### src/rtl/fodm_pkg.sv
// Shared constants and types for the field-oriented omni drive mixer.
`timescale 1ns / 1ps

package fodm_pkg;

	// number formats
	localparam int ANGLE_BITS = 16;
	localparam int FRAC_BITS  = 14;
	localparam int ONE        = 1 << FRAC_BITS;

	// sine polynomial coefficients and 1/sqrt2, all Q15
	localparam int SIN_A      = 51472;
	localparam int SIN_B      = 21024;
	localparam int SIN_C      = 2320;
	localparam int HALF_ROOT2 = 23170;
	localparam int DUTY_MAX   = 255;

	// datapath widths
	localparam int SPD_W = 15;                 // clamped speed
	localparam int MAG_W = 17;                 // sine magnitude, up to 32768
	localparam int W_W   = 18;                 // signed wheel term
	localparam int A_W   = W_W - 1;            // wheel term magnitude
	localparam int Q_W   = FRAC_BITS + 1;      // normalized magnitude, up to ONE
	localparam int PR_W  = Q_W + 8 + SPD_W;    // magnitude * 255 * speed cap
	localparam int DM_W  = (PR_W - 2 * FRAC_BITS > 8) ? PR_W - 2 * FRAC_BITS : 8;
	localparam int RS_W  = DM_W + 16 - FRAC_BITS;

	// register map
	typedef enum logic [2:0] {
		REG_SPEED_CAP  = 3'd0,
		REG_YAW_NEGATE = 3'd1,
		REG_GAIN_1     = 3'd2,
		REG_GAIN_2     = 3'd3,
		REG_GAIN_3     = 3'd4,
		REG_GAIN_4     = 3'd5,
		REG_MIN_DUTY   = 3'd6
	} fodm_reg_t;

	// control that travels with each beat
	typedef struct packed {
		logic vld;
		logic stop;
	} fodm_tag_t;

	// payload that rides along the sine/cosine pipe
	typedef struct packed {
		logic [SPD_W-1:0] spd;
		logic [15:0]      rot;
	} fodm_side_t;

endpackage

### src/rtl/fodm_div.sv
// Pipelined restoring divider: |w| * ONE / m, one quotient bit per stage, four lanes.
`timescale 1ns / 1ps

module fodm_div import fodm_pkg::*; (
	input  logic                   clk,
	input  logic                   arst_n,
	input  logic                   en,
	input  fodm_tag_t              tag_i,
	input  logic                   big_i,
	input  logic [A_W-1:0]         m_i,
	input  logic [3:0][A_W-1:0]    a_i,
	input  logic [3:0][W_W-1:0]    w_i,
	output fodm_tag_t              tag_o,
	output logic                   big_o,
	output logic [3:0][Q_W-1:0]    q_o,
	output logic [3:0][W_W-1:0]    w_o
);

	fodm_tag_t              tag_s [Q_W];
	logic                   big_s [Q_W];
	logic [A_W-1:0]         m_s   [Q_W];
	logic [3:0][A_W-1:0]    rem_s [Q_W];
	logic [3:0][Q_W-1:0]    quo_s [Q_W];
	logic [3:0][W_W-1:0]    w_s   [Q_W];

	for (genvar k = 0; k < Q_W; k++) begin : g_stage
		fodm_tag_t           tag_in;
		logic                big_in;
		logic [A_W-1:0]      m_in;
		logic [3:0][A_W:0]   trial;
		logic [3:0][Q_W-1:0] q_in;
		logic [3:0][W_W-1:0] w_in;
		logic [3:0]          take;
		logic [3:0][A_W-1:0] rem_d;
		logic [3:0][Q_W-1:0] quo_d;

		// stage inputs: ports for the first stage, previous stage otherwise
		if (k == 0) begin : g_first
			assign tag_in = tag_i;
			assign big_in = big_i;
			assign m_in   = m_i;
			assign q_in   = '0;
			assign w_in   = w_i;
			for (genvar l = 0; l < 4; l++) begin : g_lane
				assign trial[l] = {1'b0, a_i[l]};
			end
		end else begin : g_next
			assign tag_in = tag_s[k-1];
			assign big_in = big_s[k-1];
			assign m_in   = m_s[k-1];
			assign q_in   = quo_s[k-1];
			assign w_in   = w_s[k-1];
			for (genvar l = 0; l < 4; l++) begin : g_lane
				assign trial[l] = {rem_s[k-1][l], 1'b0};
			end
		end

		// compare and subtract; remainder stays below m
		always_comb begin
			for (int l = 0; l < 4; l++) begin
				take[l]  = trial[l] >= {1'b0, m_in};
				rem_d[l] = take[l] ? A_W'(trial[l] - {1'b0, m_in}) : A_W'(trial[l]);
				quo_d[l] = {q_in[l][Q_W-2:0], take[l]};
			end
		end

		always_ff @(posedge clk or negedge arst_n) begin
			if (!arst_n) begin
				tag_s[k] <= '0;
			end else if (en) begin
				tag_s[k] <= tag_in;
			end
		end

		always_ff @(posedge clk) begin
			if (en) begin
				big_s[k] <= big_in;
				m_s[k]   <= m_in;
				rem_s[k] <= rem_d;
				quo_s[k] <= quo_d;
				w_s[k]   <= w_in;
			end
		end
	end

	assign tag_o = tag_s[Q_W-1];
	assign big_o = big_s[Q_W-1];
	assign q_o   = quo_s[Q_W-1];
	assign w_o   = w_s[Q_W-1];

endmodule

### config.mk
export PLATFORM = sky130hd
export DESIGN_NAME = fodm_div
export DESIGN_NICKNAME = d
export VERILOG_FILES = /design/src/rtl/fodm_pkg.sv /design/src/rtl/fodm_div.sv
export SDC_FILE = /design/constraint.sdc
export NUM_CORES = 2
export LEC_CHECK = 0
export BUFFER_PORTS_ARGS = -buffer_cell sky130_fd_sc_hd__buf_2
export CAP_MARGIN = 10
export CORE_MARGIN = 4
export CORE_UTILIZATION = 63
export DETAILED_ROUTE_END_ITERATION = 10
export PLACE_DENSITY = 0.77
export SYNTH_ARGS = -nofsm -noshare
export SYNTH_HDL_FRONTEND = slang
export SYNTH_SLANG_ARGS = --single-unit
export TNS_END_PERCENT = 50
### constraint.sdc
create_clock -name clk -period 3.66 [get_ports clk]
set_input_delay 0.366 -clock clk [delete_from_list [all_inputs] [get_ports clk]]
set_output_delay 0.366 -clock clk [all_outputs]
set_load 0.05 [all_outputs]
Word-level counts from Yosys, hierarchy flattened
Memories as Yosys holds them, arrays and structs flattened.
Index checks and enable logic that the tools add are counted.

word-level totals
  register bits after elaboration = 30
  memory bits (writable) = 3,270
  input bits = 163
  output and inout bits = 135
  word-level logic and storage cells = 217
  memories kept = 5

memories
  name   depth  bits a word  read ports  clocked after Yosys merged registers in  write ports  line            text
  w_s    15     72           15          0                                        15           fodm_div.sv:24  logic [3:0][W_W-1:0] w_s [Q_W];
  rem_s  15     68           14          0                                        15           fodm_div.sv:22  logic [3:0][A_W-1:0] rem_s [Q_W];
  quo_s  15     60           15          0                                        15           fodm_div.sv:23  logic [3:0][Q_W-1:0] quo_s [Q_W];
  m_s    15     17           14          0                                        15           fodm_div.sv:21  logic [A_W-1:0] m_s [Q_W];
  big_s  15     1            15          0                                        15           fodm_div.sv:20  logic big_s [Q_W];

cells by class
  add/sub/neg operators = 60
  order comparisons = 60
  multiplexer cells = 62

operators by type and width
  kind                                              count
  17-bit two-way mux                                60
  17-bit subtractor                                 60
  18-bit by 17-bit >= comparator with 1-bit output  56
  17-bit >= comparator                              4
  1-bit two-way mux                                 2

Logic depth before layout (Yosys ltp)
An unclocked memory read counts as a cell.

  word-level depth = 3
  gate-level depth with buffers = 13
  depth with buffers taken out = 12

Worst setup path after synthesis
No wires, ideal clock.

  path kind = reg-to-reg
  start point = mem m_s[1][51] (netlist name)
  end point = mem rem_s[1][329] (netlist name) (data pin)
  setup time = 0.262 ns
  arrival = 2.972 ns
  data required time = 3.398 ns
  slack = 0.426 ns
  cell stages (with the launch flop) = 11
  buffers on the path = 1
  clock period less this slack = 3.234 ns
  cells stage by stage = edfxtp_1 -> fa_1 -> nand2b_1 -> a211oi_1 -> nor3_1 -> or3_1 -> a31oi_1 -> o221ai_1 -> a21oi_2 -> buf_4 -> mux2_1

RTL lines
  what                line
  start: declaration  fodm_div.sv:21
  end: declaration    fodm_div.sv:22

==> results.json <==
{
  "slew_headroom_pct": 32.3,
  "min_period_ps": 3550,
  "hold_path_end": "w_s[0][33]",
  "yosysMostFrequentCell": "edfxtp_1",
  "finalSetupViolations": 0,
  "worstSkewPairLatency_ps": 940,
  "rsz0062_at_grt": "yes",
  "die_y_um": 477,
  "synth_edf_count": 2765,
  "die_w_um": 477,
  "wl_per_cell_um": 24.9,
  "gp_congestion": 0.953,
  "grt_max_degree": 141,
  "timing.reg2reg.setup_slack_ps": 110,
  "avgSynthCellArea_um2": 13.5,
  "drive_gt1_share_pct": 15.1,
  "drt_iter0_drc": 8012,
  "nFillCells": 14122,
  "drt-vias-per-instance": 6.17,
  "start_util_pct": 63.2,
  "final_cell_count_no_fill": 14315,
  "area_delta_synth_final_pct": 13.2,
  "place_area_um2": 146000,
  "h-tree-depth": 5,
  "finalNetCount": 12463,
  "routed_wl_um": 356000,
  "vias": 88315,
  "tns_ps": 0,
  "path_clk_slew_ps": 60,
  "first_pass_iters": 8,
  "powerDensity_nw_per_um2": 854,
  "cts_tree": "done",
  "timing.final.ws_setup_ps": 114,
  "fp.coreArea_um2": 220000,
  "endpoint_kind": "flip-flop",
  "track_usage_pct": 30.7,
  "fin_crit_sh_pct": 96.9,
  "arrival_ps": 4200,
  "io_pins": 298,
  "clockRootBuffer": "clkbuf_16",
  "syn_nets": 11546,
  "synth_top_cell_area_share_pct": 59.8,
  "worstSetupPathType": "reg2reg",
  "post-place-cells": 13623,
  "hold_path_class": "in2reg",
  "ys_ff_latch": 2795,
  "antenna_left": 0,
  "port_buffers": 297,
  "rows": 172,
  "regToRegStartpoint": "m_s[0][41]",
  "tightest_slew_ps": 1010,
  "yosysTopAreaCell": "edfxtp_1",
  "worstHoldStart": "w_i[33]",
  "finalMaxSlewViolations": 0,
  "synth.yosys.seq_area_share_pct": 60.3,
  "synth_cells": 10311,
  "dieArea_um2": 228000,
  "start_kind": "flip-flop",
  "async_flop_share_pct": 1.07,
  "fin_area_um2": 157000,
  "crit_required_ps": 4320,
  "r2r_end": "rem_s[0][270]",
  "hold_viol_final": 0,
  "fmax_ghz": 0.282,
  "p_leak_nw": 61.1,
  "synth_cell_types": 87,
  "cp_max_fo": 4,
  "synth_area_um2": 139000,
  "hold_depth": 2,
  "ys.flop_type": "edfxtp_1",
  "gr-total-overflow": 0,
  "place_ws_ps": 127,
  "grt_pass1_wl_um": 534000,
  "ir_drop_uv": 606,
  "synth_warnings": 0,
  "dpl.hpwl_um": 252000,
  "skew_ps": 102,
  "drc": 0,
  "outcome": "completed",
  "maxCapViolCount": 0,
  "final_core_util_pct": 71.6,
  "reg2reg_depth": 11,
  "grt_pass1_vias": 88498,
  "cts.sinks": 2795,
  "numCtsBuffers": 304,
  "synth_common_cells": "edfxtp_1 (2765), ha_1 (1016), a21oi_1 (609), mux2_2 (608), o21ai_0 (588)",
  "clk_path_buf_depth": 4,
  "synth.area.top_cells": "edfxtp_1 (60%), ha_1 (9.2%), mux2_2 (4.9%)",
  "antenna_found_initial": 10
}
## report_power, final
part           internal (mW)  switching [mW]
sequential              45.7            5.14
combinational           24.5            29.3
clock                   17.2            12.5
## worst max-delay path, cell delays in order (launching register included)
cell	delay [ps]
edfxtp_1	410
inv_1	280
ha_1	340
a21o_1	210
a21oi_1	260
nand2_1	170
o21ai_0	430
a41oi_1	290
o21ai_0	250
nor2b_1	270
xnor2_1	140
mux2_2	280
## flip-flops by register name, summed over array words and instances, names as in the netlist
signal,flops
tag_o,2
w_s,1080
rem_s,952
g_stage.tag_in,28
big_s,15
quo_s,480
m_s,238
## timing repair
action / 4_1_cts / 5_1_grt
setup endpoints to repair: 0 / 85
gates resized for setup: 0 / 10
setup buffers: 0 / 6
hold buffers: 164 / 0
endpoints found under the hold margin: 211 / 0
## worst max path at each step
stage               slack (ps)  depth (start not counted)             to   startpoint
floorplan                  430                         10  rem_s[1][329]   m_s[1][51]
global placement           170                         10  rem_s[0][115]    m_s[0][7]
detailed placement         130                         11  rem_s[0][487]  m_s[0][104]
CTS                         50                         11  rem_s[0][203]   m_s[0][19]
global route                -8                         11  rem_s[0][542]  m_s[0][104]
finish                     110                         11  rem_s[0][270]   m_s[0][41]
## per-layer routing
| metal | GRT usage (%) | up-vias | wire length, µm |
|---|---|---|---|
| met5 | 0 | - | 35 |
| met4 | 15.8 | 6 | 21300 |
| met3 | 4.76 | 882 | 23000 |
| met2 | 51.4 | 3534 | 172000 |
| met1 | 39.0 | 42905 | 140000 |
| li1 | - | 40988 | - |
## cell families after synthesis
family / count (synthesis) / share of synthesized area, %
fa+ha+maj: 1072 / 9.96
simple gates: 2208 / 7.77
buf+inv: 589 / 1.68
xor+xnor: 715 / 4.51
flops: 2795 / 60.3
mux: 657 / 5.29
compound gates: 2275 / 10.4
## cell type report
| type | count | area (µm²) | area share [%] |
|---|---|---|---|
| flip-flops and latches | 2795 | 83800 | 53.3 |
| multi-input cells | 6927 | 52800 | 33.6 |
| inverters | 464 | 1740 | 1.11 |
| diodes | 3 | 7.51 | 0.00478 |
| well taps | 2871 | 3590 | 2.29 |
| clock buffers | 364 | 7950 | 5.06 |
| repair buffers | 736 | 5830 | 3.71 |
| clock inverters | 155 | 1490 | 0.945 |
## placed cells by master, fill, tap and decap left out, types with 95 or more instances in the layout
cell           count
buf_4            225
inv_1            464
a31oi_1           95
nand3_1          110
dlygate4sd3_1    164
nand2_1          576
nor2_1           579
nor3_1           182
xor2_1           271
o21a_1           164
edfxtp_1        2765
ha_1            1016
xnor2_1          444
nand2b_1         179
buf_2            296
a21oi_1          603
o21ai_0          583
a21o_1           303
mux2_2           608
nor2b_1          179
clkbuf_16        309
## metrics by stage
stage | hold WS (ps) | total power [mW]
after floorplan | 70.4 | 87.4
after global placement | 400 | 101
after CTS | 41.4 | 134
after detailed placement | 405 | 103
after global routing | 69.3 | 142
final | 111 | 134
No activity file was read; power rests on OpenSTA's default activity.
