`config.mk`:
```
export PLATFORM = sky130hd
export DESIGN_NAME = fodm_trig
export DESIGN_NICKNAME = d
export VERILOG_FILES = /design/src/rtl/fodm_pkg.sv /design/src/rtl/fodm_trig.sv
export SDC_FILE = /design/constraint.sdc
export NUM_CORES = 2
export LEC_CHECK = 0
export BUFFER_PORTS_ARGS = -buffer_cell sky130_fd_sc_hd__buf_2
export CAP_MARGIN = 20
export CORE_UTILIZATION = 49
export DETAILED_ROUTE_END_ITERATION = 6
export PLACE_DENSITY_LB_ADDON = 0.12
export RECOVER_POWER = 25
export SLEW_MARGIN = 20
export SYNTH_ARGS = -nofsm -noshare
export SYNTH_HDL_FRONTEND = slang
export SYNTH_SLANG_ARGS = --single-unit
```
`constraint.sdc`:
```
create_clock -name clk -period 12.9 [get_ports clk]
set_clock_uncertainty 0.1 [all_clocks]
set_input_delay 1.935 -clock clk [delete_from_list [all_inputs] [get_ports clk]]
set_output_delay 1.935 -clock clk [all_outputs]
set_load 0.1 [all_outputs]
```
`src/rtl/fodm_pkg.sv`:
```
// Shared constants and types for the field-oriented omni drive mixer.
`timescale 1ns / 1ps

package fodm_pkg;

	// number formats
	localparam int ANGLE_BITS = 16;
	localparam int FRAC_BITS  = 14;
	localparam int ONE        = 1 << FRAC_BITS;

	// sine polynomial coefficients and 1/sqrt2, all Q15
	localparam int SIN_A      = 51472;
	localparam int SIN_B      = 21024;
	localparam int SIN_C      = 2320;
	localparam int HALF_ROOT2 = 23170;
	localparam int DUTY_MAX   = 255;

	// datapath widths
	localparam int SPD_W = 15;                 // clamped speed
	localparam int MAG_W = 17;                 // sine magnitude, up to 32768
	localparam int W_W   = 18;                 // signed wheel term
	localparam int A_W   = W_W - 1;            // wheel term magnitude
	localparam int Q_W   = FRAC_BITS + 1;      // normalized magnitude, up to ONE
	localparam int PR_W  = Q_W + 8 + SPD_W;    // magnitude * 255 * speed cap
	localparam int DM_W  = (PR_W - 2 * FRAC_BITS > 8) ? PR_W - 2 * FRAC_BITS : 8;
	localparam int RS_W  = DM_W + 16 - FRAC_BITS;

	// register map
	typedef enum logic [2:0] {
		REG_SPEED_CAP  = 3'd0,
		REG_YAW_NEGATE = 3'd1,
		REG_GAIN_1     = 3'd2,
		REG_GAIN_2     = 3'd3,
		REG_GAIN_3     = 3'd4,
		REG_GAIN_4     = 3'd5,
		REG_MIN_DUTY   = 3'd6
	} fodm_reg_t;

	// control that travels with each beat
	typedef struct packed {
		logic vld;
		logic stop;
	} fodm_tag_t;

	// payload that rides along the sine/cosine pipe
	typedef struct packed {
		logic [SPD_W-1:0] spd;
		logic [15:0]      rot;
	} fodm_side_t;

endpackage

```
`src/rtl/fodm_trig.sv`:
```
// Five-stage sine and cosine pipeline (quarter-wave fifth-order polynomial).
`timescale 1ns / 1ps

module fodm_trig import fodm_pkg::*; (
	input  logic                      clk,
	input  logic                      arst_n,
	input  logic                      en,
	input  fodm_tag_t                 tag_i,
	input  logic [ANGLE_BITS-1:0]     ang_i,
	input  fodm_side_t                side_i,
	output fodm_tag_t                 tag_o,
	output fodm_side_t                side_o,
	output logic [1:0][MAG_W-1:0]     mag_o,   // lane 0 sine, lane 1 cosine
	output logic [1:0]                neg_o
);

	logic [31:0]       turn;
	logic [1:0][1:0]   quad;
	logic [14:0]       frac;
	logic [1:0][15:0]  z_d;

	fodm_tag_t tag_s2, tag_s3, tag_s4, tag_s5, tag_s6;
	fodm_side_t side_s2, side_s3, side_s4, side_s5, side_s6;
	logic [1:0][15:0] z_s2, z_s3, z_s4, z_s5;
	logic [1:0][15:0] zz_s3, zz_s4;
	logic [1:0][14:0] inner_s4;
	logic [1:0][15:0] mid_s5;
	logic [1:0][MAG_W-1:0] mag_s6;
	logic [1:0] n_s2, n_s3, n_s4, n_s5, n_s6;

	// fold the angle into the first quadrant; cosine is a quarter turn ahead
	always_comb begin
		turn    = {ang_i, (32 - ANGLE_BITS)'(0)};
		quad[0] = turn[31:30];
		quad[1] = turn[31:30] + 2'd1;
		frac    = turn[29:15];
		for (int l = 0; l < 2; l++) begin
			z_d[l] = quad[l][0] ? 16'(17'd32768 - 17'(frac)) : 16'(frac);
		end
	end

	// beat valid bits
	always_ff @(posedge clk or negedge arst_n) begin
		if (!arst_n) begin
			tag_s2 <= '0;
			tag_s3 <= '0;
			tag_s4 <= '0;
			tag_s5 <= '0;
			tag_s6 <= '0;
		end else if (en) begin
			tag_s2 <= tag_i;
			tag_s3 <= tag_s2;
			tag_s4 <= tag_s3;
			tag_s5 <= tag_s4;
			tag_s6 <= tag_s5;
		end
	end

	// polynomial: z2 = z*z, inner = b - z2*c, mid = a - z2*inner, s = z*mid
	always_ff @(posedge clk) begin
		if (en) begin
			side_s2 <= side_i;
			side_s3 <= side_s2;
			side_s4 <= side_s3;
			side_s5 <= side_s4;
			side_s6 <= side_s5;
			for (int l = 0; l < 2; l++) begin
				z_s2[l]     <= z_d[l];
				n_s2[l]     <= quad[l][1];
				z_s3[l]     <= z_s2[l];
				zz_s3[l]    <= 16'((32'(z_s2[l]) * 32'(z_s2[l])) >> 15);
				n_s3[l]     <= n_s2[l];
				z_s4[l]     <= z_s3[l];
				zz_s4[l]    <= zz_s3[l];
				inner_s4[l] <= 15'(32'(SIN_B) - ((32'(zz_s3[l]) * 32'(SIN_C)) >> 15));
				n_s4[l]     <= n_s3[l];
				z_s5[l]     <= z_s4[l];
				mid_s5[l]   <= 16'(32'(SIN_A) - ((32'(zz_s4[l]) * 32'(inner_s4[l])) >> 15));
				n_s5[l]     <= n_s4[l];
				mag_s6[l]   <= MAG_W'((32'(z_s5[l]) * 32'(mid_s5[l])) >> 15);
				n_s6[l]     <= n_s5[l];
			end
		end
	end

	assign tag_o  = tag_s6;
	assign side_o = side_s6;
	assign mag_o  = mag_s6;
	assign neg_o  = n_s6;

endmodule

```
# Yosys cells after proc, flatten, opt, wreduce, memory -nomap -nowiden
# Index checks and enable logic that the tools add are counted.
# word_totals
romBits	0
reg_bits	463
latchBits	0
n_memories	0
output_inout_bits	69
input_bits	52
mem_bits_rw	0
wordCells	61
# classes
eq_ne	0
bitwise	0
order_cmp	0
muxes	2
div_mod_pow	0
shifts	0
mul	8
n_reduce_logical	0
addsub	6
# ops
cell	count
$mul 16x16->32	2
$mul 16x15->31	2
$mul 16x16->31	2
$mul 16x8->24 const B	2
$sub 16x16->16 const A	2
$mux 15	2
$sub 15x13->15 const A	2
$sub 16x15->16 const A	1
$add 2x1->2 const B	1

# Logic depth before layout (Yosys ltp)
# logic_depth
depth_word	2
mapped_depth	28
depth_no_buf	26

# Least setup slack after synthesis
# OpenSTA, ideal clock, no wires.
# synth_timing
path_kind	register to register
start	register zz_s4[15] in the netlist's numbering
end	register mid_s5[13] in the netlist's numbering, data pin
stages_incl_launch_ff	25
period_less_slack_ps	6846
path_slack_ps	6054
setup_time_ps	262
arrival_time_ps	6485
t_required_ps	12538
n_path_buf	1
path_cell_list	edfxtp_1 > clkbuf_1 > and2_1 > fa_1 > inv_1 > fa_1 > inv_1 > fa_1 > inv_1 > fa_1 > fa_1 > fa_1 > inv_1 > ha_1 > a21oi_1 > o21ai_0 > a211oi_1 > o21ai_2 > a211oi_2 > mux2i_1 > nor2_2 > a21boi_1 > nor2_1 > o311ai_1 > nor2_1
# synth_between
elab_chain_len	2
# synth_rtl
item	line	source
start: declaration	fodm_trig.sv:25	logic [1:0][15:0] zz_s3, zz_s4;
start signal: indexed assignment	fodm_trig.sv:74	zz_s4[l] <= zz_s3[l];
$mul 16x15->31	fodm_trig.sv:78	mid_s5[l] <= 16'(32'(SIN_A) - ((32'(zz_s4[l]) * 32'(inner_s4[l])) >> 15));
$sub 16x16->16	fodm_trig.sv:78	
end signal: indexed assignment	fodm_trig.sv:78	
end: declaration	fodm_trig.sv:27	logic [1:0][15:0] mid_s5;
# Every way passes these cells.
# A chain may end at the register's enable or synchronous reset.

# Worst setup path after layout
# layout_timing
start	register z_s2[1] in the netlist's numbering
end	register zz_s3[15] in the netlist's numbering, data pin
# layout_between
elab_chain_len	1
# layout_rtl
item	line	source
start: declaration	fodm_trig.sv:24	logic [1:0][15:0] z_s2, z_s3, z_s4, z_s5;
start signal: indexed assignment	fodm_trig.sv:68	z_s2[l] <= z_d[l];
$mul 16x16->31	fodm_trig.sv:71	zz_s3[l] <= 16'((32'(z_s2[l]) * 32'(z_s2[l])) >> 15);
end signal: indexed assignment	fodm_trig.sv:71	
end: declaration	fodm_trig.sv:25	
# Every way passes these cells.

==> qor.yml <==
netlist_area_sq_um: 60500
grt_max_degree: 174
clk_pin_slew_ns: 0.06
antenna_found_initial: 2
port_buffers: 120
hold_depth: 0
period_needed_ns: 8.19
grt_overflow: 0
hp-class: "reg -> reg"
finalCritPeriodShare_pct: 63.5
drt-wirelength-per-cell_microns: 16.7
relSlewSlack_pct: -3.79
cp_slowest_cell: "clkbuf_1"
drc: 0
num_vias: 38400
drtAntennaViolNets: 0
drv_slew: 28
die_h_microns: 353
dieWidth_microns: 353
cts_sinks: 451
crit_cells: 25
grt_setup_unrepaired: "false"
dp_cells: 7447
ios: 121
crit_fanout: 27
finalWirelength_mm: 126
dpl_cell_area_sq_um: 62600
fin_tns_setup_ns: 0
grt_util_all_layers_pct: 21.1
numCtsBuffers: 56
violations: "max-capacitance violations, max-slew violations"
critPathCaptureType: "flop"
synth_common_cells: "inv_1, fa_1, nand2_1"
status: "complete, but fails checks"
cts-root-buf: "clkbuf_16"
cpPeakStageDelay_ns: 1.13
yosysWarnings: 0
synth_cell_type_count: 90
dieArea_sq_um: 125000
crit_required_ns: 13.22
path_buf_inv: 6
critPathTopFamily: "adder cells"
clkLatencyLatePin_ns: 0.68
synth.avg_cell_area_sq_um: 10.3
drt_iter0_markers: 1962
place_hpwl_mm: 100
tightest_slew_ns: 1.56
final_area_sq_um: 64500
setup_viol: 0
h-tree-depth: 2
clockBufferDepth: 3
syn-instance-count: 5857
post-cts-setup-buffers: 0
first_global_vias: 41000
syn_nets: 7604
areaGrowthSynthToFinish_pct: 6.69
nets: 7627
fmax_mhz: 122
grt_pass1_wl_mm: 213
cts_tree: "done"
row_count: 128
ys_seq_area_share_pct: 22.3
synth_flop_cell: "edfxtp_1"
vias_per_cell: 5.09
crit_top_cell: "fa_1"
fin_cells: 7552
synthArstFlopShare_pct: 2.22
drive_gt1_share_pct: 4.74
synthMostInstantiatedCell: "inv_1"
crit_type: "reg -> reg"
synth-edff-count: 441
antenna_cells: 0
arrival_ns: 8.50
start_util_pct: 49.5
dr.pass1.iters: 5
coreArea_sq_um: 122000
place_congestion: 0.841
cts_resized: 0
cp-start-kind: "flop"
maxCapViolations: 1
hold_buffers: 0
finalHoldViolCount: 0
reg2reg_depth: 25
synth_top_cell_area_share_pct: 33.4
ys_ff_latch: 451
synthTopCellsByArea: "fa_1, edfxtp_1, ha_1"
synth_top_area_cell: "fa_1"
[cell families after synthesis]
family | count (synthesis) | share of synthesized area, %
compound gates | 389 | 4.49
flops | 451 | 22.3
xor+xnor | 179 | 2.59
buf+inv | 1508 | 9.39
fa+ha+maj | 1695 | 47.6
mux | 21 | 0.377
simple gates | 1614 | 13.2
[worst reg2reg max path, cell delays in order (launching register included)]
cell and delay [ns]:
edfxtp_1 0.34, clkbuf_1 1.13, nand2_1 0.29, fa_1 0.60, inv_1 0.05, fa_1 0.54, inv_1 0.06, fa_1 0.50
inv_1 0.05, fa_1 0.55, inv_1 0.06, fa_1 0.48, inv_1 0.05, fa_1 0.45, ha_1 0.30, a21oi_1 0.17
nor2b_1 0.07, a311oi_1 0.24, o21ai_1 0.23, o31ai_2 0.43, a211oi_1 0.20, o211ai_1 0.24, nand2_1 0.11, and4_1 0.22
a2111oi_2 0.36, xnor2_1 0.10
[metal layers]
layer,GRT usage (%),share of wire (%)
met2,33.6,45
met4,3.70,1.5
met1,31.3,49
met5,0,0.010
met3,2.48,4.2
[path summary, 6_finish.rpt]
check | from | end | slack [ns]
min reg2reg | z_s4[7] | z_s5[7] | 0.31
max | z_s2[1] | zz_s3[15] | 4.71
max reg2reg | z_s2[1] | zz_s3[15] | 4.71
min in group asynchronous | arst_n | tag_s5[1] | 1.01
min | z_s4[7] | z_s5[7] | 0.31
max in group asynchronous | arst_n | tag_s2[1] | 11.50
[stage by stage]
stage | hold slack, ns | setup WS (ns) | util, %
2_1_floorplan | 0.300 | 6.05 | -
3_3_place_gp | 0.300 | 5.02 | 51.3
3_5_place_dp | 0.305 | 4.86 | 51.3
4_1_cts | 0.304 | 4.86 | 52.9
5_1_grt | 0.313 | 4.17 | 52.9
6_report | 0.310 | 4.71 | 52.9
[final cells by class]
class                   instances  area [sq um]
inverters                    1329          4990
clock buffers                  63          1430
fillers                     11100         57500
repair buffers                144           796
flip-flops and latches        451         13500
multi-input cells            3898         41300
clock inverters                42           465
well taps                    1625          2030
[cells in the final DEF, fill, tap and decap left out, drive strengths merged, types with 12 or more instances in the layout]
master / synthesis / final
inv: 1329 / 1332
fa: 1008 / 1008
nand2: 707 / 707
ha: 687 / 687
and2: 538 / 538
edfxtp: 441 / 441
buf: 12 / 142
xnor2: 128 / 128
nor2: 125 / 125
a21oi: 110 / 110
clkbuf: 167 / 65
o21ai: 59 / 59
xor2: 51 / 51
a21o: 41 / 41
nor3: 40 / 40
nand3: 32 / 32
nand2b: 32 / 32
nor2b: 30 / 30
o21a: 26 / 26
clkinv: 0 / 25
or3: 20 / 20
a31oi: 19 / 19
o211ai: 17 / 17
nand4: 16 / 16
and3: 15 / 15
mux2: 14 / 14
a211oi: 12 / 12
a21boi: 12 / 12
[flip-flops by register name (all words and copies together) (netlist names), 29 cells and up]
| register | cells |
|---|---|
| side_s3 | 31 |
| inner_s4 | 30 |
| mag_o | 34 |
| z_s4 | 29 |
| side_s4 | 31 |
| zz_s3 | 32 |
| z_s5 | 29 |
| mid_s5 | 32 |
| side_s5 | 31 |
| zz_s4 | 32 |
| side_s2 | 31 |
| z_s3 | 29 |
| z_s2 | 29 |
| side_o | 31 |
Power is not shown: default switching activity piles up to over one toggle a cycle in this logic, so the estimate is an artifact.
