**config.mk**
```make
export PLATFORM = sky130hd
export DESIGN_NAME = fodm_out
export DESIGN_NICKNAME = d
export VERILOG_FILES = /design/src/rtl/fodm_pkg.sv /design/src/rtl/fodm_out.sv
export SDC_FILE = /design/constraint.sdc
export NUM_CORES = 2
export LEC_CHECK = 0
export ABC_AREA = 1
export BUFFER_PORTS_ARGS = -buffer_cell sky130_fd_sc_hd__buf_4
export CORE_UTILIZATION = 30
export DETAILED_ROUTE_END_ITERATION = 10
export PLACE_DENSITY = 0.52
export SYNTH_ARGS = -nofsm -noshare
export SYNTH_HDL_FRONTEND = slang
export SYNTH_SLANG_ARGS = --single-unit
```
**constraint.sdc**
```tcl
create_clock -name clk -period 6.6 [get_ports clk]
set_clock_uncertainty 0.05 [all_clocks]
set_input_delay 0 -clock clk [delete_from_list [all_inputs] [get_ports clk]]
set_output_delay 0 -clock clk [all_outputs]
set_load 0.01 [all_outputs]
```
**src/rtl/fodm_pkg.sv**
```systemverilog
// Shared constants and types for the field-oriented omni drive mixer.
`timescale 1ns / 1ps

package fodm_pkg;

	// number formats
	localparam int ANGLE_BITS = 16;
	localparam int FRAC_BITS  = 14;
	localparam int ONE        = 1 << FRAC_BITS;

	// sine polynomial coefficients and 1/sqrt2, all Q15
	localparam int SIN_A      = 51472;
	localparam int SIN_B      = 21024;
	localparam int SIN_C      = 2320;
	localparam int HALF_ROOT2 = 23170;
	localparam int DUTY_MAX   = 255;

	// datapath widths
	localparam int SPD_W = 15;                 // clamped speed
	localparam int MAG_W = 17;                 // sine magnitude, up to 32768
	localparam int W_W   = 18;                 // signed wheel term
	localparam int A_W   = W_W - 1;            // wheel term magnitude
	localparam int Q_W   = FRAC_BITS + 1;      // normalized magnitude, up to ONE
	localparam int PR_W  = Q_W + 8 + SPD_W;    // magnitude * 255 * speed cap
	localparam int DM_W  = (PR_W - 2 * FRAC_BITS > 8) ? PR_W - 2 * FRAC_BITS : 8;
	localparam int RS_W  = DM_W + 16 - FRAC_BITS;

	// register map
	typedef enum logic [2:0] {
		REG_SPEED_CAP  = 3'd0,
		REG_YAW_NEGATE = 3'd1,
		REG_GAIN_1     = 3'd2,
		REG_GAIN_2     = 3'd3,
		REG_GAIN_3     = 3'd4,
		REG_GAIN_4     = 3'd5,
		REG_MIN_DUTY   = 3'd6
	} fodm_reg_t;

	// control that travels with each beat
	typedef struct packed {
		logic vld;
		logic stop;
	} fodm_tag_t;

	// payload that rides along the sine/cosine pipe
	typedef struct packed {
		logic [SPD_W-1:0] spd;
		logic [15:0]      rot;
	} fodm_side_t;

endpackage

```
**src/rtl/fodm_out.sv**
```systemverilog
// Duty scaling, dead-band lift, motor gain, clamp and forward/reverse split.
`timescale 1ns / 1ps

module fodm_out import fodm_pkg::*; (
	input  logic                   clk,
	input  logic                   arst_n,
	input  logic                   en,
	input  fodm_tag_t              tag_i,
	input  logic                   big_i,
	input  logic [3:0][Q_W-1:0]    q_i,      // per motor
	input  logic [3:0][W_W-1:0]    w_i,      // per motor
	input  logic [SPD_W-1:0]       speed_cap,
	input  logic [7:0]             min_duty,
	input  logic [3:0][15:0]       gain,
	output fodm_tag_t              tag_o,
	output logic [3:0][7:0]        fwd_o,
	output logic [3:0][7:0]        rev_o
);

	fodm_tag_t tag_s1, tag_s2, tag_s3, tag_s4, tag_s5;
	logic [3:0]               neg_s1, neg_s2, neg_s3, neg_s4;
	logic [3:0][Q_W+7:0]      xm_s1;
	logic [3:0][PR_W-1:0]     prod_s2;
	logic [3:0][DM_W-1:0]     lm_s3;
	logic [3:0][RS_W-1:0]     res_s4;
	logic [3:0][7:0]          fwd_s5, rev_s5;

	logic [3:0][Q_W-1:0]      mag_d;
	logic [3:0]               wneg_d;
	logic [3:0][DM_W-1:0]     dm_d;
	logic [3:0][DM_W-1:0]     lm_d;
	logic [3:0][15:0]         gm_d;
	logic [3:0][DM_W+15:0]    pm_d;
	logic [3:0][7:0]          cm_d;

	always_comb begin
		for (int l = 0; l < 4; l++) begin
			// normalized magnitude: quotient when scaled down, else the term's own magnitude
			wneg_d[l] = w_i[l][W_W-1];
			if (big_i) begin
				mag_d[l] = q_i[l];
			end else begin
				mag_d[l] = wneg_d[l] ? Q_W'(-$signed(w_i[l])) : Q_W'(w_i[l]);
			end
			// duty magnitude and dead-band lift
			dm_d[l] = DM_W'(prod_s2[l] >> (2 * FRAC_BITS));
			if (dm_d[l] != '0 && dm_d[l] < DM_W'(min_duty)) begin
				lm_d[l] = DM_W'(min_duty);
			end else begin
				lm_d[l] = dm_d[l];
			end
			// gain magnitude
			gm_d[l] = gain[l][15] ? 16'(-17'($signed(gain[l]))) : gain[l];
			pm_d[l] = (DM_W + 16)'(lm_s3[l]) * (DM_W + 16)'(gm_d[l]);
			// clamp
			cm_d[l] = (32'(res_s4[l]) > DUTY_MAX) ? 8'(DUTY_MAX) : 8'(res_s4[l]);
		end
	end

	always_ff @(posedge clk or negedge arst_n) begin
		if (!arst_n) begin
			tag_s1 <= '0;
			tag_s2 <= '0;
			tag_s3 <= '0;
			tag_s4 <= '0;
			tag_s5 <= '0;
		end else if (en) begin
			tag_s1 <= tag_i;
			tag_s2 <= tag_s1;
			tag_s3 <= tag_s2;
			tag_s4 <= tag_s3;
			tag_s5 <= tag_s4;
		end
	end

	always_ff @(posedge clk) begin
		if (en) begin
			for (int l = 0; l < 4; l++) begin
				neg_s1[l]  <= wneg_d[l];
				xm_s1[l]   <= {mag_d[l], 8'b0} - (Q_W + 8)'(mag_d[l]);
				neg_s2[l]  <= neg_s1[l];
				prod_s2[l] <= PR_W'(xm_s1[l]) * PR_W'(speed_cap);
				neg_s3[l]  <= neg_s2[l];
				lm_s3[l]   <= lm_d[l];
				neg_s4[l]  <= neg_s3[l] ^ gain[l][15];
				res_s4[l]  <= RS_W'(pm_d[l] >> FRAC_BITS);
				fwd_s5[l]  <= (tag_s4.stop || neg_s4[l]) ? 8'd0 : cm_d[l];
				rev_s5[l]  <= (!tag_s4.stop && neg_s4[l]) ? cm_d[l] : 8'd0;
			end
		end
	end

	assign tag_o = tag_s5;
	assign fwd_o = fwd_s5;
	assign rev_o = rev_s5;

endmodule

```
After elaboration in Yosys (flattened, before gate mapping)

Cells that the tools add are included.
W data, S select, Z words.

Flip-flop bits (word level): 422
Output and inout bits: 66
Bits of input ports: 225
Logic and storage cells: 111

Reduce and logical (&&, ||, !) cells: 17
Muxes and demuxes: 20
$mul: 8
Bitwise logic cells: 4
Order comparisons: 8
Add/subtract/negate cells: 12

Operators with widths:

| cell                  | count |
|---|---|
| $mul A23 B15 Y38      | 4 |
| $mux W15              | 8 |
| $mul A10 B16 Y26      | 4 |
| $sub A23 B15 Y23      | 4 |
| $mux W16              | 4 |
| $mux W8               | 8 |
| $neg A16 Y16          | 4 |
| $neg A15 Y15          | 4 |
| $gt A12 B8 Y1 const B | 4 |
| $lt A10 B8 Y1         | 4 |
| $reduce_bool A10 Y1   | 4 |
| $logic_and A1 B1 Y1   | 8 |
| $logic_or A1 B1 Y1    | 4 |
| $xor A1 B1 Y1         | 4 |
| $logic_not A1 Y1      | 1 |

Longest topological paths before layout

Depth after elaboration: 4
Depth in mapped cells: 33
Mapped depth without buffers: 32

Worst setup path before layout

OpenSTA, ideal clock, no wires.

Path kind: input to register
From: input port gain[0] in the netlist's numbering
To: register res_s4[10] in the netlist's numbering, data pin
Required time: 6.298 ns
Path slack: 0.865 ns
Library setup time: 0.252 ns
Arrival: 5.433 ns
Cell stages on the path: 27
Buffers on the path: 1
Path through: clkbuf_1 > inv_1 > ha_1 > inv_1 > nor3_1 > nand3_1 > o21ai_0 > o21ai_0 > xor2_1 > nand2_1 > fa_1 > inv_1 > fa_1 > fa_1 > fa_1 > inv_1 > fa_1 > inv_1 > ha_1 > a21oi_1 > o21ai_0 > a21oi_1 > inv_1 > a31oi_1 > nand2_1 > nand2_1 > nand2_1

RTL lines:

| what                           | RTL line       | text |
|---|---|---|
| start: declaration             | fodm_out.sv:14 | `input logic [3:0][15:0] gain,` |
| end signal: indexed assignment | fodm_out.sv:86 | `res_s4[l] <= RS_W'(pm_d[l] >> FRAC_BITS);` |
| end: declaration               | fodm_out.sv:25 | `logic [3:0][RS_W-1:0] res_s4;` |

Worst setup path after layout

From: register xm_s1[10] in the netlist's numbering
To: register prod_s2 (netlist bit dm_d[8]), data pin

Word-level cells in the longest chain between the ends: 1

RTL lines:

| what                             | RTL line       | text |
|---|---|---|
| start: declaration               | fodm_out.sv:22 | `logic [3:0][Q_W+7:0] xm_s1;` |
| start signal: indexed assignment | fodm_out.sv:80 | `xm_s1[l] <= {mag_d[l], 8'b0} - (Q_W + 8)'(mag_d[l]);` |
| $mul A23 B15 Y38                 | fodm_out.sv:82 | `prod_s2[l] <= PR_W'(xm_s1[l]) * PR_W'(speed_cap);` |
| end signal: indexed assignment   | fodm_out.sv:82 |  |
| end: declaration                 | fodm_out.sv:23 | `logic [3:0][PR_W-1:0] prod_s2;` |

Every way passes these cells.
A chain may end at the register's enable or synchronous reset.

==> results.yml <==
placement:
  gp_congestion: 0.875
  dp.cells: 14600
  io_buffers: 282
  dp_slack_ps: 203
  dp_hpwl_um: 187000
finish:
  drive_gt1_share_pct: 5.26
  fillCellCount: 29500
  final_nets: 13500
  fin_cells: 14800
  regArea_sq_um: 9260
  area_delta_synth_final_pct: 11.3
  final_cell_mix: "inv_1, nand2_1, fa_1, nor2_1, ha_1"
  final_common_cell: "inv_1"
  fin_util_pct: 33.6
  multi_input_area_sq_um: 61200
grt:
  grt_overflow: 0
  grt_max_degree: 115
  grt_pass1_wl_um: 374000
  grt_use_total_pct: 16.7
  first_global_vias: 69200
  antenna_found_initial: 4
logic_synthesis:
  synth_edf_count: 300
  synthAdderAreaFrac_pct: 47.2
  yosys.area_share.simple_pct: 19.7
  synth_cell_types: 62
  syn-cell-area_sq_um: 82900
  synth-seq-cells: 310
  yosys_warnings: 0
  synth.area.mux_share_pct: 0.0272
  synth-compound-area-share_pct: 5.20
  synth.avg_cell_area_sq_um: 7.68
  yosys.area.top_type_share_pct: 36.6
  synth_top_area_cell: "fa_1"
  ys.flop_type: "edfxtp_1"
  async_reset_ff_share_pct: 3.23
  yosysSeqAreaShare_pct: 11.2
  synth_nets: 13200
  syn_inst: 10800
  synthXorXnorAreaFrac_pct: 1.73
  synth_top_family_by_area: "adder cells"
  synth.area.top_cells: "fa_1, inv_1, nand2_1"
floorplan:
  start_util_pct: 30.2
  die_w_um: 528
  coreArea_sq_um: 274000
  dieArea_sq_um: 279000
  io-pin-count: 291
  die_y_um: 528
  rows: 192
hold_path:
  min_path_type: "input pin to register"
worst_setup_path:
  critPathTopFamily: "adder cells"
  cp.arrival_ps: 6590
  critPathRequiredTime_ps: 7000
  end_kind: "register"
  crit_path_cell_trace: "buf_4 > nand2_1 > fa_1 > inv_1 > fa_1 > fa_1 > fa_1 > fa_1 > inv_1 > fa_1 > inv_1 > ha_1 > a21o_1 > a21oi_1 > o21ai_0 > a21oi_1 > nand2_1 > a21oi_1 > xor2_1"
  startpoint_type: "register"
  critical_path.max_stage_delay_ps: 810
  worst-path-buf-inv: 4
  worstSetupPathType: "register to register"
  critPathMaxFanout: 13
  critPathMostFrequentCell: "fa_1"
  crit_slowest_cell: "edfxtp_1"
clock_network:
  cts_setup_buffers: 0
  cts_num_sinks: 310
  worstSkewPairLatency_ps: 670
  path_clk_slew_ps: 70
  htree_num_levels: 2
  ctsLongestPathBuffers: 3
  cts-buffers-inserted: 43
  root_buffer: "clkbuf_16"
  cts_tree: "yes"
run:
  maxCapViolCount: 0
route:
  wl_met2_um: 100000
  highest_layer: "met5"
  initialDrtViolationCount: 3436
  routed-wl-met3_um: 11900
  wl_met1_um: 112000
  first_pass_iters: 6
  vias: 65800
  drt.antenna.violating_nets: 0
  drc: 0
  routed_wl_um: 228000
  vias_per_cell: 4.45
  wl_per_cell_um: 15.4
sta:
  max_freq_mhz: 161
  slew_headroom_pct: 32.4
  tightest_slew_ps: 1010
  min_period_ps: 6200
  setup_tns_ps: 0
  fin_crit_sh_pct: 93.9
  rsz0062_at_grt: "no"
  setup_ws_ps: 404
  setup_viol_count_final: 0
  slew_viol_final: 0
  hold_violations: 0
status:
  status: "finished clean"
## stage by stage
| stage | instance area (sq um) | hold WS, ps |
|---|---|---|
| 3_3_place_gp | 89500 | -213 |
| 2_1_floorplan | 82900 | -346 |
| 6_report | 92300 | 48.7 |
| 5_1_grt | 92300 | 37.5 |
| 3_5_place_dp | 89500 | -215 |
| 4_1_cts | 92300 | 0.346 |
## final timing paths
| kind | slack, ps | depth (start not counted) | start | end |
|---|---|---|---|---|
| setup / recovery | 400 | 19 | xm_s1[10]$_DFFE_PP_ | dm_d[8]$_DFFE_PP_ |
| hold / removal | 50 | 7 | w_i[31] | xm_s1[44]$_DFFE_PP_ |
| setup reg to reg | 400 | 19 | xm_s1[10]$_DFFE_PP_ | dm_d[8]$_DFFE_PP_ |
| hold reg to reg | 370 | 0 | neg_s2[0]$_DFFE_PP_ | neg_s3[0]$_DFFE_PP_ |
| max in group asynchronous | 5850 | 3 | arst_n | tag_s1[1]$_DFFE_PN0P_ |
| min in group asynchronous | 330 | 3 | arst_n | tag_o[0]$_DFFE_PN0P_ |
## worst register-to-register path, cell delays in order, from the launching register on
cell      delay [ps]
edfxtp_1         810
buf_4            250
nand2_1           90
fa_1             540
inv_1             50
fa_1             560
fa_1             440
fa_1             460
fa_1             490
inv_1             50
fa_1             540
inv_1             70
ha_1             310
a21o_1           200
a21oi_1          200
o21ai_0          130
a21oi_1          140
nand2_1          110
a21oi_1          230
xor2_1           300
## state kept, by name, indices dropped and copies added (netlist names)
signal / cells
rev_o: 32
dm_d: 40
neg_s1: 4
neg_s3: 4
lm_s3: 40
neg_s2: 4
tag_s4: 2
tag_s3: 2
tag_o: 2
tag_s2: 2
fwd_o: 32
xm_s1: 92
neg_s4: 4
tag_s1: 2
res_s4: 48
## synthesized netlist by cell type, drive strengths merged, types with 10 or more instances
| cell | count |
|---|---|
| nor2 | 735 |
| nand3 | 298 |
| clkinv | 10 |
| nand3b | 14 |
| o21ai | 319 |
| nor4 | 39 |
| a21oi | 316 |
| buf | 35 |
| or2 | 35 |
| nor3 | 77 |
| nand2 | 2773 |
| ha | 700 |
| a21o | 42 |
| o21bai | 10 |
| o21a | 29 |
| xor2 | 128 |
| nand4 | 56 |
| xnor2 | 30 |
| inv | 2941 |
| fa | 1516 |
| dfrtp | 10 |
| a31oi | 21 |
| edfxtp | 300 |
| clkbuf | 308 |
## repair_timing
| item | in CTS | in global routing |
|---|---|---|
| gates resized for setup | 0 | 0 |
| hold buffers | 149 | 0 |
| hold endpoints to repair | 208 | 0 |
## routing by layer
| layer | up-vias | GRT usage, % |
|---|---|---|
| met5 | - | 0 |
| met4 | 4 | 3.12 |
| met3 | 182 | 2.38 |
| met2 | 1400 | 26.6 |
| met1 | 32000 | 24.0 |
| li1 | 32300 | - |
## cells by family (layout without fill, tap and decap cells)
family,count (synthesis),after routing
AOI/OAI and AO/OA,781,781
xor gates and xnor gates,158,158
adders and majority gates,2216,2216
buffers and inverters,3294,3585
DFF,310,310
muxes,2,2
other,0,1
and+or+nand+nor,4041,4041
## area by class of cell
class | count | area share, %
multi-input combinational | 7198 | 66.3
inverter | 2951 | 12.0
sequential | 310 | 10.0
timing repair buffer | 555 | 5.21
tap | 3686 | 5.00
clock buffer | 49 | 1.19
clock inverter | 30 | 0.270
antenna | 1 | 0.00271
Power is not shown: default switching activity piles up to over one toggle a cycle in this logic, so the estimate is an artifact.
